### src/vdsr_ram.sv
module vdsr_ram #(
   parameter int WIDTH = 8,
   parameter int DEPTH = 32
) (
   input  logic                     clock,
   input  logic                     wr_en,
   input  logic [$clog2(DEPTH)-1:0] wr_addr,
   input  logic [WIDTH-1:0]         wr_data,
   input  logic [$clog2(DEPTH)-1:0] rd_addr,
   output logic [WIDTH-1:0]         rd_data
);

   logic [WIDTH-1:0] mem [DEPTH];
   logic [WIDTH-1:0] rd_data_ff;

   always_ff @(posedge clock) begin
      if (wr_en) begin
         mem[wr_addr] <= wr_data;
      end
      rd_data_ff <= mem[rd_addr];
   end

   assign rd_data = rd_data_ff;

endmodule

### config.mk
export PLATFORM = sky130hd
export DESIGN_NAME = vdsr_ram
export DESIGN_NICKNAME = d
export VERILOG_FILES = /design/src/vdsr_ram.sv
export SDC_FILE = /design/constraint.sdc
export NUM_CORES = 1
export LEC_CHECK = 0
export ABC_AREA = 1
export BUFFER_PORTS_ARGS = -buffer_cell sky130_fd_sc_hd__buf_4
export CAP_MARGIN = 20
export CORE_ASPECT_RATIO = 1.5
export CORE_UTILIZATION = 56
export CTS_BUF_LIST = sky130_fd_sc_hd__clkbuf_16
export DETAILED_ROUTE_END_ITERATION = 6
export HOLD_SLACK_MARGIN = 0.1
export PLACE_DENSITY = 0.83
export SLEW_MARGIN = 20
export SYNTH_ARGS = -nofsm -noshare
export SYNTH_HDL_FRONTEND = slang
export SYNTH_SLANG_ARGS = --single-unit
### constraint.sdc
create_clock -name clock -period 1.1 [get_ports clock]
set_input_delay 0 -clock clock [delete_from_list [all_inputs] [get_ports clock]]
set_output_delay 0 -clock clock [all_outputs]
set_load 0.03 [all_outputs]
# Yosys cells after proc, flatten, opt, wreduce, memory -nomap -nowiden
# Memory sizes are Yosys's and may differ from the RTL's. A register that Yosys moved wholly into a read port is not among the register bits.
# Index checks and enable logic that the tools add are counted.
op_classes:
  n_mux: 2
op_table:
  columns: ["cell", "n"]
  rows:
  - ["two-way mux 1 bit", 2]
totals:
  ramBits: 256
  reg_bits: 0
  mem_count: 1
memory_table:
  columns: ["name", "depth", "word_bits", "read_ports", "rd_ports_with_merged_regs", "write_ports", "line_no", "rtl"]
  rows:
  - ["mem", 32, 8, 1, 1, 1, "13", "logic [WIDTH-1:0] mem [DEPTH];"]

# Depth between registers and ports, before layout
logic_depth:
  depth_word: 2
  depth_mapped: 11

# Worst setup path after synthesis
# OpenSTA, ideal clock, no wires.
synth_path:
  path_kind: "input-to-reg"
  startpoint: "input port wr_addr[0]"
  endpoint: "memory mem[0][0] (enable)"
  t_arrival_ns: 0.664
  required_time_ns: 0.730
  stages: 3
  setup_time_ns: 0.370
  slack_ns: 0.066
  path_cell_list: "inv_1 > nand3_1 > nor2_1"
synth_lines:
  columns: ["item", "line_no", "rtl"]
  rows:
  - ["start, declared", "7", "input logic [$clog2(DEPTH)-1:0] wr_addr,"]
  - ["end, declared", "13", null]
# Straight into the memory's write port.

==> flow_metrics.env <==
export IMPL_cts_root_buf="clkbuf_16"
export IMPL_drt_first_pass_iters=6
export IMPL_start_util_pct=57.7
export IMPL_syn_inst=922
export IMPL_netlist_top_cells_count="nand2_1, edfxtp_1, nand3_1"
export IMPL_yosys_area_top_type_share_pct=71.3
export IMPL_min_path_type="in -> reg"
export IMPL_sequentialPowerShare_pct=52.5
export IMPL_overflow=0
export IMPL_ys_seq_area_share_pct=72.8
export IMPL_cp_required_ns=1.50
export IMPL_peakVddDrop_mv=1.60
export IMPL_dieWidth_um=115
export IMPL_outcome="finished with violations"
export IMPL_max_slew_margin_pct=71.7
export IMPL_cts_buffers=23
export IMPL_area_growth_pct=17.4
export IMPL_critical_path_arrival_ns=1.55
export IMPL_fin_setup_tns_ns=-0.0981
export IMPL_min_period_ns=1.14
export IMPL_ant_nets=0
export IMPL_total_leakage_power_nw=4.82
export IMPL_switching_share_pct=21.7
export IMPL_layout_drive_gt1_share_pct=16.9
export IMPL_synth_edf_count=256
export IMPL_grt_antenna_before_repair=0
export IMPL_yosys_cell_types_count=12
export IMPL_grt_max_degree=46
export IMPL_dpl_hpwl_mm=15.2
export IMPL_fp_dieH_um=172
export IMPL_drv_cap=0
export IMPL_totalWireLength_mm=25.7
export IMPL_synthesis_nets=942
export IMPL_synth_async_sr_flop_share_pct=0
export IMPL_ys_seq_elements=264
export IMPL_combinationalPowerShare_pct=7.7
export IMPL_syn_cell_area_um2=10800
export IMPL_setup_violations=5
export IMPL_cts_sinks=264
export IMPL_synth_warnings=0
export IMPL_htree_levels=1
export IMPL_skew_ns=0.0104
export IMPL_drt_iter0_drc=795
export IMPL_grt_usage_pct=26.1
export IMPL_fmax_mhz=874
export IMPL_synth_largest_area_cell="edfxtp_1"
export IMPL_port_buffers=27
export IMPL_cp_max_fo=1
export IMPL_avgViaCountPerCell=5.78
export IMPL_netlist_top_cells_area="edfxtp_1, nand2_1, nand3_1"
export IMPL_slew_violations=0
export IMPL_rows=61
export IMPL_grt_first_pass_wirelength_mm=37.9
export IMPL_grt_pass1_vias=6980
export IMPL_final_util_pct=67.7
export IMPL_worst_pin_slew_ns=0.425
export IMPL_syn_avg_cell_area_um2=11.7
export IMPL_insertion_delay_ns=0.51
export IMPL_clkPwrFrac_pct=39.7
export IMPL_worstSetupPathType="reg -> reg"
export IMPL_yosysMostFrequentCell="nand2_1"
export IMPL_drcViolationCount=0
export IMPL_wl_per_cell_um=20.2
export IMPL_gp_congestion=0.918
export IMPL_power_density_nw_per_um2=1690
export IMPL_yosys_most_used_dff="edfxtp_1"
export IMPL_design_die_area_um2=19800
export IMPL_hold_viol=0
export IMPL_fp_coreArea_um2=18700
export IMPL_ios=28
export IMPL_endpoint_kind="flip-flop"
export IMPL_clkSlewWorstSetupHoldPaths_ns=0.06
export IMPL_period_share_pct=104
export IMPL_tritoncts="done"
export IMPL_rsz0062_at_grt="true"
export IMPL_insertedDiodeCount=0
export IMPL_p_int_mw=16.7
export IMPL_clk_path_buf_depth=3
export IMPL_nNetsFinal=1022
export IMPL_timing_final_ws_setup_ns=-0.0438
export IMPL_cp_start_kind="flip-flop"
export IMPL_p_sw_mw=4.63
export IMPL_violations="negative setup slack"
export IMPL_num_vias=7346
-- metrics by stage --
| step | hold slack, ns | setup WS (ns) | power, mW | cell area (µm²) | std cells |
|---|---|---|---|---|---|
| after floorplan | 0.0989 | 0.0660 | 12.3 | 10800 | 922 |
| after global placement | 0.285 | -0.141 | 12.9 | 11500 | 1212 |
| after detailed placement | 0.291 | -0.146 | 12.9 | 11500 | 1212 |
| after CTS | 0.148 | 0.00183 | 21.3 | 12500 | 1264 |
| after global routing | 0.167 | -0.115 | 22.0 | 12700 | 1270 |
| final | 0.158 | -0.0438 | 21.4 | 12700 | 1270 |
-- critical path, cell delays in order (launching register included) --
cell	delay, ns
edfxtp_1	0.38
nand2_1	0.11
nand3_1	0.13
nand3_2	0.10
nand2_1	0.07
nand2_1	0.08
nand2_1	0.07
nand2_1	0.06
nand2_1	0.05
-- cells by family (layout without fill, tap and decap cells) --
| group | after synthesis | count (layout) | share of synthesized area (%) |
|---|---|---|---|
| simple gates | 596 | 596 | 23.1 |
| flops | 264 | 264 | 72.8 |
| buf+inv | 62 | 158 | 4.14 |
-- flip-flops by register name, summed over array words and instances, names as in the netlist --
signal / cells
mem: 256
rd_data: 8
-- metal layers --
metal  GRT usage [%]  part of all wire (%)  vias to the layer above
met3            3.08                   7.5                       97
li1                -                     -                     3354
met2            45.8                    52                      418
met5               0                     0                        -
met1            31.4                    35                     3477
met4            13.6                   5.1                        0
-- power groups by stage --
stage | combinational [mW] | clock, mW | sequential (mW)
after floorplan | 0.806 | 0 | 11.5
after global placement | 1.44 | 0 | 11.4
after detailed placement | 1.48 | 0 | 11.4
after CTS | 1.55 | 8.56 | 11.2
after global routing | 1.77 | 8.95 | 11.2
final | 1.65 | 8.49 | 11.2
-- final timing paths --
| kind | cells after the start | start | endpoint | slack [ns] |
|---|---|---|---|---|
| setup / recovery | 8 | mem[14][7] | rd_data[7] | -0.04 |
| hold / removal | 4 | wr_addr[2] | mem[21][0] | 0.16 |
| setup reg to reg | 8 | mem[14][7] | rd_data[7] | -0.04 |
| hold reg to reg | 8 | mem[8][4] | rd_data[4] | 0.77 |
-- cell usage in the layout (no fill, tap or decap) --
cell type / instances
buf_12: 11
buf_6: 2
nand3_2: 25
nor2_1: 32
dfxtp_2: 1
dlymetal6s4s_1: 1
inv_6: 2
nand2_2: 11
clkinv_2: 5
clkinv_4: 2
clkinv_1: 3
edfxtp_1: 256
buf_4: 81
inv_1: 9
inv_2: 1
clkinvlp_4: 1
bufinv_16: 5
clkbuf_16: 25
nand2_1: 349
dfxtp_1: 7
nand3_1: 179
dlygate4sd3_1: 10
-- area by class of cell --
cell class / count / area (µm²)
flip-flops and latches: 264 / 7850
fillers: 1248 / 6030
multi-input cells: 596 / 2650
repair buffers: 107 / 1010
clock buffers: 23 / 576
well taps: 252 / 315
clock inverters: 18 / 224
inverters: 10 / 42.5
-- what timing repair did --
action | in CTS | in global routing
pin swaps | 6 | 17
setup endpoints to repair | 7 | 8
setup buffers | 0 | 3
hold endpoints to repair | 264 | 0
hold buffers | 11 | 0
resized for setup | 17 | 23
gates cloned | 0 | 3
(Power assumes the default switching activity.)
