File: config.mk
export PLATFORM = sky130hd
export DESIGN_NAME = vdsr_cmp
export DESIGN_NICKNAME = d
export VERILOG_FILES = /design/src/vdsr_pkg.sv /design/src/vdsr_cmp.sv
export SDC_FILE = /design/constraint.sdc
export NUM_CORES = 1
export LEC_CHECK = 0
export ABC_AREA = 1
export BUFFER_PORTS_ARGS = -buffer_cell sky130_fd_sc_hd__buf_2
export CORE_AREA = 2 2 204 206
export DETAILED_ROUTE_END_ITERATION = 10
export DIE_AREA = 0 0 206 208
export PLACE_DENSITY = 0.51
export SYNTH_ARGS = -nofsm -noshare
export SYNTH_HDL_FRONTEND = slang
export SYNTH_SLANG_ARGS = --single-unit
export TNS_END_PERCENT = 50
File: constraint.sdc
create_clock -name clock -period 3.9 [get_ports clock]
set_input_delay 0.195 -clock clock [delete_from_list [all_inputs] [get_ports clock]]
set_output_delay 0.195 -clock clock [all_outputs]
set_load 0.01 [all_outputs]
File: src/vdsr_pkg.sv
package vdsr_pkg;

   localparam int NUM_ATTR        = 8;
   localparam int ATTR_W          = 32;
   localparam int VTX_W           = NUM_ATTR * ATTR_W;
   localparam int IDX_W           = 5;
   localparam int DEF_MAX_CORNERS = 32;
   localparam int RSP_DATA_W      = 264;

   localparam logic KIND_VERTEX = 1'b0;
   localparam logic KIND_CORNER = 1'b1;

   typedef enum logic [3:0] {
      S_COLLECT,
      S_P1,
      S_P1_RES,
      S_P2,
      S_P2_RES,
      S_CMP_LAT,
      S_CMP_GO,
      S_CMP_WAIT,
      S_V_SET,
      S_V_LAT,
      S_V_OUT,
      S_C_OUT
   } state_type;

   typedef struct packed {
      logic done;
      logic lt;
      logic eq;
   } cmp_res_type;

   // float bit pattern to an unsigned key in float order, -0 folded onto +0
   function automatic logic [ATTR_W-1:0] order_key(input logic [ATTR_W-1:0] bits);
      logic [ATTR_W-1:0] b;
      b = bits;
      if (b == {1'b1, {(ATTR_W-1){1'b0}}}) begin
         b = '0;
      end
      if (b[ATTR_W-1]) begin
         return ~b;
      end
      return b | {1'b1, {(ATTR_W-1){1'b0}}};
   endfunction

endpackage

File: src/vdsr_cmp.sv
module vdsr_cmp
   import vdsr_pkg::*;
(
   input  logic             clock,
   input  logic             reset,
   input  logic             start,
   input  logic [VTX_W-1:0] a_data,
   input  logic [VTX_W-1:0] b_data,
   output cmp_res_type      res
);

   logic                        busy_ff, busy_in;
   logic [$clog2(NUM_ATTR)-1:0] f_ff, f_in;
   cmp_res_type                 res_ff, res_in;
   logic [ATTR_W-1:0]           ka, kb;

   always_comb begin
      ka      = order_key(a_data[f_ff*ATTR_W +: ATTR_W]);
      kb      = order_key(b_data[f_ff*ATTR_W +: ATTR_W]);
      busy_in = busy_ff;
      f_in    = f_ff;
      res_in  = res_ff;
      res_in.done = 1'b0;
      if (start) begin
         busy_in = 1'b1;
         f_in    = '0;
      end else if (busy_ff) begin
         if (ka != kb || f_ff == $clog2(NUM_ATTR)'(NUM_ATTR - 1)) begin
            busy_in     = 1'b0;
            res_in.done = 1'b1;
            res_in.lt   = ka < kb;
            res_in.eq   = ka == kb;
         end else begin
            f_in = f_ff + 1'b1;
         end
      end
   end

   always_ff @(posedge clock) begin
      if (reset) begin
         busy_ff <= 1'b0;
         f_ff    <= '0;
         res_ff  <= '0;
      end else begin
         busy_ff <= busy_in;
         f_ff    <= f_in;
         res_ff  <= res_in;
      end
   end

   assign res = res_ff;

endmodule

Word level (Yosys, flattened, before mapping)
Index checks and enable logic that the tools add are counted.
- ROM bits: 0
- output and inout port bits: 3
- latch bits: 0
- word-level logic and storage cells: 36
- bits in writable memories: 0
- bits in registers: 7
- memories: 0
- equality and inequality tests: 5
- $add $sub $neg: 1
- $lt $le $gt $ge: 1
- multiply operators: 0
- bitwise logic cells: 5
- muxes and demuxes: 12
- reductions and logical operators: 5
- shift operators: 2
- div/mod/pow operators: 0
- operators with widths (cell ; count):
    256-bit by 9-bit indexed part select with 32-bit output ; 2
    32-bit 2-to-1 mux ; 6
    32-bit equality test, second input constant ; 2
    32-bit NOT ; 2
    32-bit equality test ; 1
    32-bit < comparator ; 1
    32-bit != test ; 1
    1-bit 2-to-1 mux ; 5
    3-bit by 1-bit adder with 3-bit output, second input constant ; 1
    3-bit equality test, second input constant ; 1
    3-bit 2-to-1 mux ; 1
    1-bit NOT ; 3
    3-bit AND reduction ; 1
    3-bit OR reduction ; 1
    2-bit AND reduction ; 1
    2-bit OR reduction ; 1
    1-bit logical OR ; 1

Longest topological paths before layout
- depth after elaboration: 11
- mapped depth: 26

Worst setup path before layout
Ideal clock, no wire load.
- path type: register -> register
- start: register f_ff[0]
- end: register f_ff[1]
- arrival time: 2.975 ns
- cell stages (with the launch flop): 25
- library setup time: 0.116 ns
- slack: 0.809 ns
- buffers on the path: 4
- cell sequence: dfxtp_1 -> buf_4 -> buf_6 -> buf_2 -> nor2_1 -> nor2_1 -> o21ai_0 -> nand3_1 -> nand2_1 -> nand2_1 -> nor2_1 -> nand2_1 -> nor2_1 -> buf_2 -> a21oi_1 -> ha_1 -> nand2_1 -> nor2_1 -> nand4_1 -> nor2_1 -> nand3b_1 -> nor2_1 -> inv_1 -> o21ai_0 -> nor2_1
- longest elaborated chain between the ends: 10
- elaborated cells on any way between the ends: 20
- ends and longest elaborated chain (item ; line ; RTL):
    start, declared ; vdsr_cmp.sv:13 ; logic [$clog2(NUM_ATTR)-1:0] f_ff, f_in;
    start signal, assigned ; vdsr_cmp.sv:46 ; f_ff <= f_in;
    256-bit by 9-bit indexed part select with 32-bit output, on equally long branches ; vdsr_cmp.sv:18, vdsr_cmp.sv:19 ;
    32-bit equality test ; vdsr_pkg.sv:38 ; if (b == {1'b1, {(ATTR_W-1){1'b0}}}) begin
    32-bit 2-to-1 mux ; vdsr_pkg.sv:38 ;
    32-bit NOT ; vdsr_pkg.sv:42 ; return ~b;
    32-bit 2-to-1 mux ; vdsr_pkg.sv:41 ; if (b[ATTR_W-1]) begin
    32-bit 2-to-1 mux ; vdsr_pkg.sv:44 ; return b | {1'b1, {(ATTR_W-1){1'b0}}};
    32-bit != test ; vdsr_cmp.sv:28 ; if (ka != kb || f_ff == $clog2(NUM_ATTR)'(NUM_ATTR - 1)) begin
    1-bit logical OR ; vdsr_cmp.sv:28 ;
    1-bit NOT (no source line) ; n/a ;
    2-bit AND reduction (no source line) ; n/a ;
Several ways; a longest one is shown, not always the timed one. The select of a mux whose other input is x is not followed.
A chain may end at the register's enable or synchronous reset.

Worst setup path after layout
- start: register f_ff[0]
- end: register f_ff[2]
Same word-level chain as after synthesis.

==> reports/results.env <==
SETUP_WS_PS=216
CRITPATHARRIVALTIME_PS=3840
SYN-INSTANCE-COUNT=1748
STATUS='complete, no violations'
DIE-AREA_SQ_MM=0.0428
P_SWITCHING_W=0.000471
GRT_PASS1_WL_UM=68100
GRT_MAX_DEGREE=91
WORST-SLEW-PIN-TRANSITION_PS=405
CLOCK_SHARE_OF_POWER_PCT=17.1
MAXIMUM_FANOUT_COUNT_ALONG_THE_CRITICAL_PATH=28
SYNTH_FP_NETS=2297
MET1_USAGE_PCT=27.8
ANTENNA_FOUND_INITIAL=11
HOLD_PATH_CLASS='in -> reg'
CTS.SINK_COUNT=7
CTS-BUFFERS-INSERTED=3
CRITICAL_PATH.ENDPOINT_TYPE='flip-flop'
PLACEABLECOREAREA_SQ_MM=0.0406
SYNTH.YOSYS.WARNINGS=0
FIN_HOLD_WS_PS=201
POST_ROUTE_CELLS_DRIVE_ABOVE_1_SHARE_PCT=27.2
GR-USAGE-MET3_PCT=1.46
P_INT_W=0.000595
CTS.ROOT.BUFFER_CELL='sky130_fd_sc_hd__clkbuf_16'
CTS-HOLD-FIX-BUFFERS=0
TOP_LEVEL_PORTS=518
GR-USAGE-MET2_PCT=35.7
NFILLCELLS=4876
ROWS=74
DIE_WIDTH_UM=206
GATE_POWER_SHARE_PCT=76.1
CLOCK_INSERTION_DELAY_WORST_SKEW_PS=230
GRT_USE_TOTAL_PCT=20.7
MAX_FREQ_MHz=271
POWER_PER_CELL_AREA_mW_PER_MM2=92.1
SHARE_OF_SYNTHESIZED_AREA_OCCUPIED_BY_FLIP_FLOPS_AND_LATCHES_PCT=1.77
PERIOD_MINUS_SLACK_PS=3680
SLEW-LIMIT-HEADROOM_PCT=73.0
CLKTRANSATPATHREGS_PS=40
TRITONCTS_CLOCK_TREE='done'
ROUTE.ANTENNA.REMAINING_NETS=0
SYN_AVG_CELL_AREA_SQ_UM=4.54
NETSWITCHINGFRACTION_PCT=44.2
GRT.BUSIEST_LAYER='met2'
DRT-TOTAL-WL_UM=48500
CTS_BUFFER_DEPTH=2
POWER.SEQUENTIAL.FRACTION_PCT=6.7
HPWLAFTERDP_UM=39200
FIRST_GLOBAL_VIAS=11900
TIMING.CRITICAL_PATH.FROM_TYPE='flip-flop'
DRT_DRC_VIOLATIONS_LEFT=0
WORSTPATHREQUIRED_PS=4060
SYN-CELL-AREA_SQ_MM=0.00793
DRT_ITER0_MARKERS=725
SETUP_VIOL_COUNT_FINAL=0
SLEW_VIOLATIONS=0
DIE_Y_UM=208
FINALCRITPERIODSHARE_PCT=94.5
GPL.FINAL_WEIGHTED_CONGESTION=0.918
ROUTED_WIRE_LENGTH_PER_INSTANCE_UM=17.7
IRDROPWORSTVDD_mV=0.0942
FINCLKSKEW_PS=0.604
PLACE_WS_PS=46.2
DRTPASS1ITERATIONS=5
POSTSYNTHREGISTERBITS=7
POWER.STATIC_LEAKAGE_nW=7.29
TIMING.SETUP.CRITICAL_PATH_CLASS='reg -> reg'
SETUP-TNS-FINAL_PS=0
NETLIST-CELL-TYPE-COUNT=26
LAYOUT.NETS=2760
INITIAL_CORE_UTIL_PCT=19.6
AREA_GROWTH_SYN_TO_LAYOUT_PCT=45.8
NUMBER_OF_HOLD_VIOLATIONS_IN_THE_FINAL_REPORT=0
GRT_OVERFLOW=0
DRV_CAP=0
BUFFER_PORTS.INSERTED=517
VIAS_PER_CELL=4.48
HTREE_LEVELS=1
DR_TOTAL_VIAS=12300
## cell families after synthesis
logic type,after synthesis,share of synthesized area (%)
AO/OA/AOI/OAI,98,6.28
XOR/XNOR,61,6.73
adder cells (fa/ha/maj),34,5.36
buffers and inverters,367,19.8
flip-flops,7,1.77
AND/OR/NAND/NOR,1181,60.0
## critical path, stage by stage, from the launching register on
cell and delay (ps):
sky130_fd_sc_hd__dfxtp_4 470, sky130_fd_sc_hd__clkinv_8 140, sky130_fd_sc_hd__buf_12 190, sky130_fd_sc_hd__buf_12 160
sky130_fd_sc_hd__o21ai_1 150, sky130_fd_sc_hd__nand3_1 80, sky130_fd_sc_hd__nand2_1 150, sky130_fd_sc_hd__nand2_1 110
sky130_fd_sc_hd__nor2_1 150, sky130_fd_sc_hd__nand2_1 110, sky130_fd_sc_hd__nor2_4 170, sky130_fd_sc_hd__buf_12 180
sky130_fd_sc_hd__a21oi_1 90, sky130_fd_sc_hd__ha_1 300, sky130_fd_sc_hd__nand2_1 60, sky130_fd_sc_hd__nor2_1 130
sky130_fd_sc_hd__nand4_1 110, sky130_fd_sc_hd__nor2_2 210, sky130_fd_sc_hd__nand3b_1 160, sky130_fd_sc_hd__nor2_2 130
sky130_fd_sc_hd__buf_4 130, sky130_fd_sc_hd__o21ai_0 80, sky130_fd_sc_hd__nor2_1 120
## worst paths after layout
path	cells after the start	endpoint	from	slack (ps)
hold / removal	2	res[1]$_SDFFE_PP0P_	reset	200
setup reg to reg	22	f_ff[2]$_SDFFE_PP0P_	f_ff[0]$_SDFFE_PP0P_	220
setup / recovery	22	f_ff[2]$_SDFFE_PP0P_	f_ff[0]$_SDFFE_PP0P_	220
hold reg to reg	2	res[0]$_SDFFE_PP0P_	res[0]$_SDFFE_PP0P_	500
## sequential cells by signal (all words and copies together), names as in the netlist
signal and cells:
busy_ff 1, f_ff 3, res 3
## Yosys cell counts (all sizes together)
master	count	area share (%)
nand2	818	39
inv	254	12
nand3	244	15
nor2	112	5.4
buf	98	7.0
a21oi	51	3.2
o21ai	44	2.8
ha	34	5.4
xnor2	31	3.4
xor2	30	3.3
clkbuf	15	0.71
dfxtp	7	1.8
nand4	4	0.32
o21a	2	0.19
nand3b	1	0.095
nor3	1	0.063
o21bai	1	0.095
or2	1	0.079
## routing by layer
metal	routed length [um]	vias to the layer above
li1	-	6217
met1	21600	5585
met5	44	-
met2	23500	454
met3	2230	62
met4	1140	6
## per-stage QoR
step           util [%]  instance area (sq um)  total power, W  instances
2_1_floorplan         -                   7930        0.000470       1748
3_3_place_gp       27.6                  11200        0.000888       2725
3_5_place_dp       27.6                  11200        0.000880       2725
4_1_cts            27.8                  11300         0.00107       2729
5_1_grt            28.5                  11600         0.00117       2749
6_report           28.5                  11600         0.00107       2749
## cell type report
class | count | area, sq um | area share, %
tap | 532 | 666 | 5.76
sequential | 7 | 151 | 1.31
inverter | 254 | 968 | 8.37
timing repair buffer | 569 | 3380 | 29.3
timing repair inverter | 2 | 17.5 | 0.151
multi-input combinational | 1374 | 6280 | 54.3
clock buffer | 4 | 78.8 | 0.682
antenna | 7 | 17.5 | 0.151
## power by group through the flow
| stage | clock, W | sequential [W] | combinational [W] |
|---|---|---|---|
| 2_1_floorplan | 0 | 0.0000752 | 0.000395 |
| 3_3_place_gp | 0 | 0.0000731 | 0.000815 |
| 3_5_place_dp | 0 | 0.0000730 | 0.000807 |
| 4_1_cts | 0.000184 | 0.0000718 | 0.000812 |
| 5_1_grt | 0.000187 | 0.0000719 | 0.000916 |
| 6_report | 0.000182 | 0.0000718 | 0.000812 |
## repair_timing
action                     CTS  global route
setup endpoints to repair    0             7
setup buffers                0             6
gates resized for setup      0            25
## cells in the final DEF, fill, tap and decap left out, drive strengths merged
master / count
dfxtp: 7
nand3b: 1
o21a: 2
nand3: 244
xor2: 30
buf: 564
clkbuf: 9
ha: 34
xnor2: 31
o21bai: 1
nor2: 112
or2: 1
nor3: 1
a21oi: 51
inv: 255
diode: 7
clkinv: 1
o21ai: 44
nand2: 818
nand4: 4
Note: power is estimated with default switching activity, not from simulation.
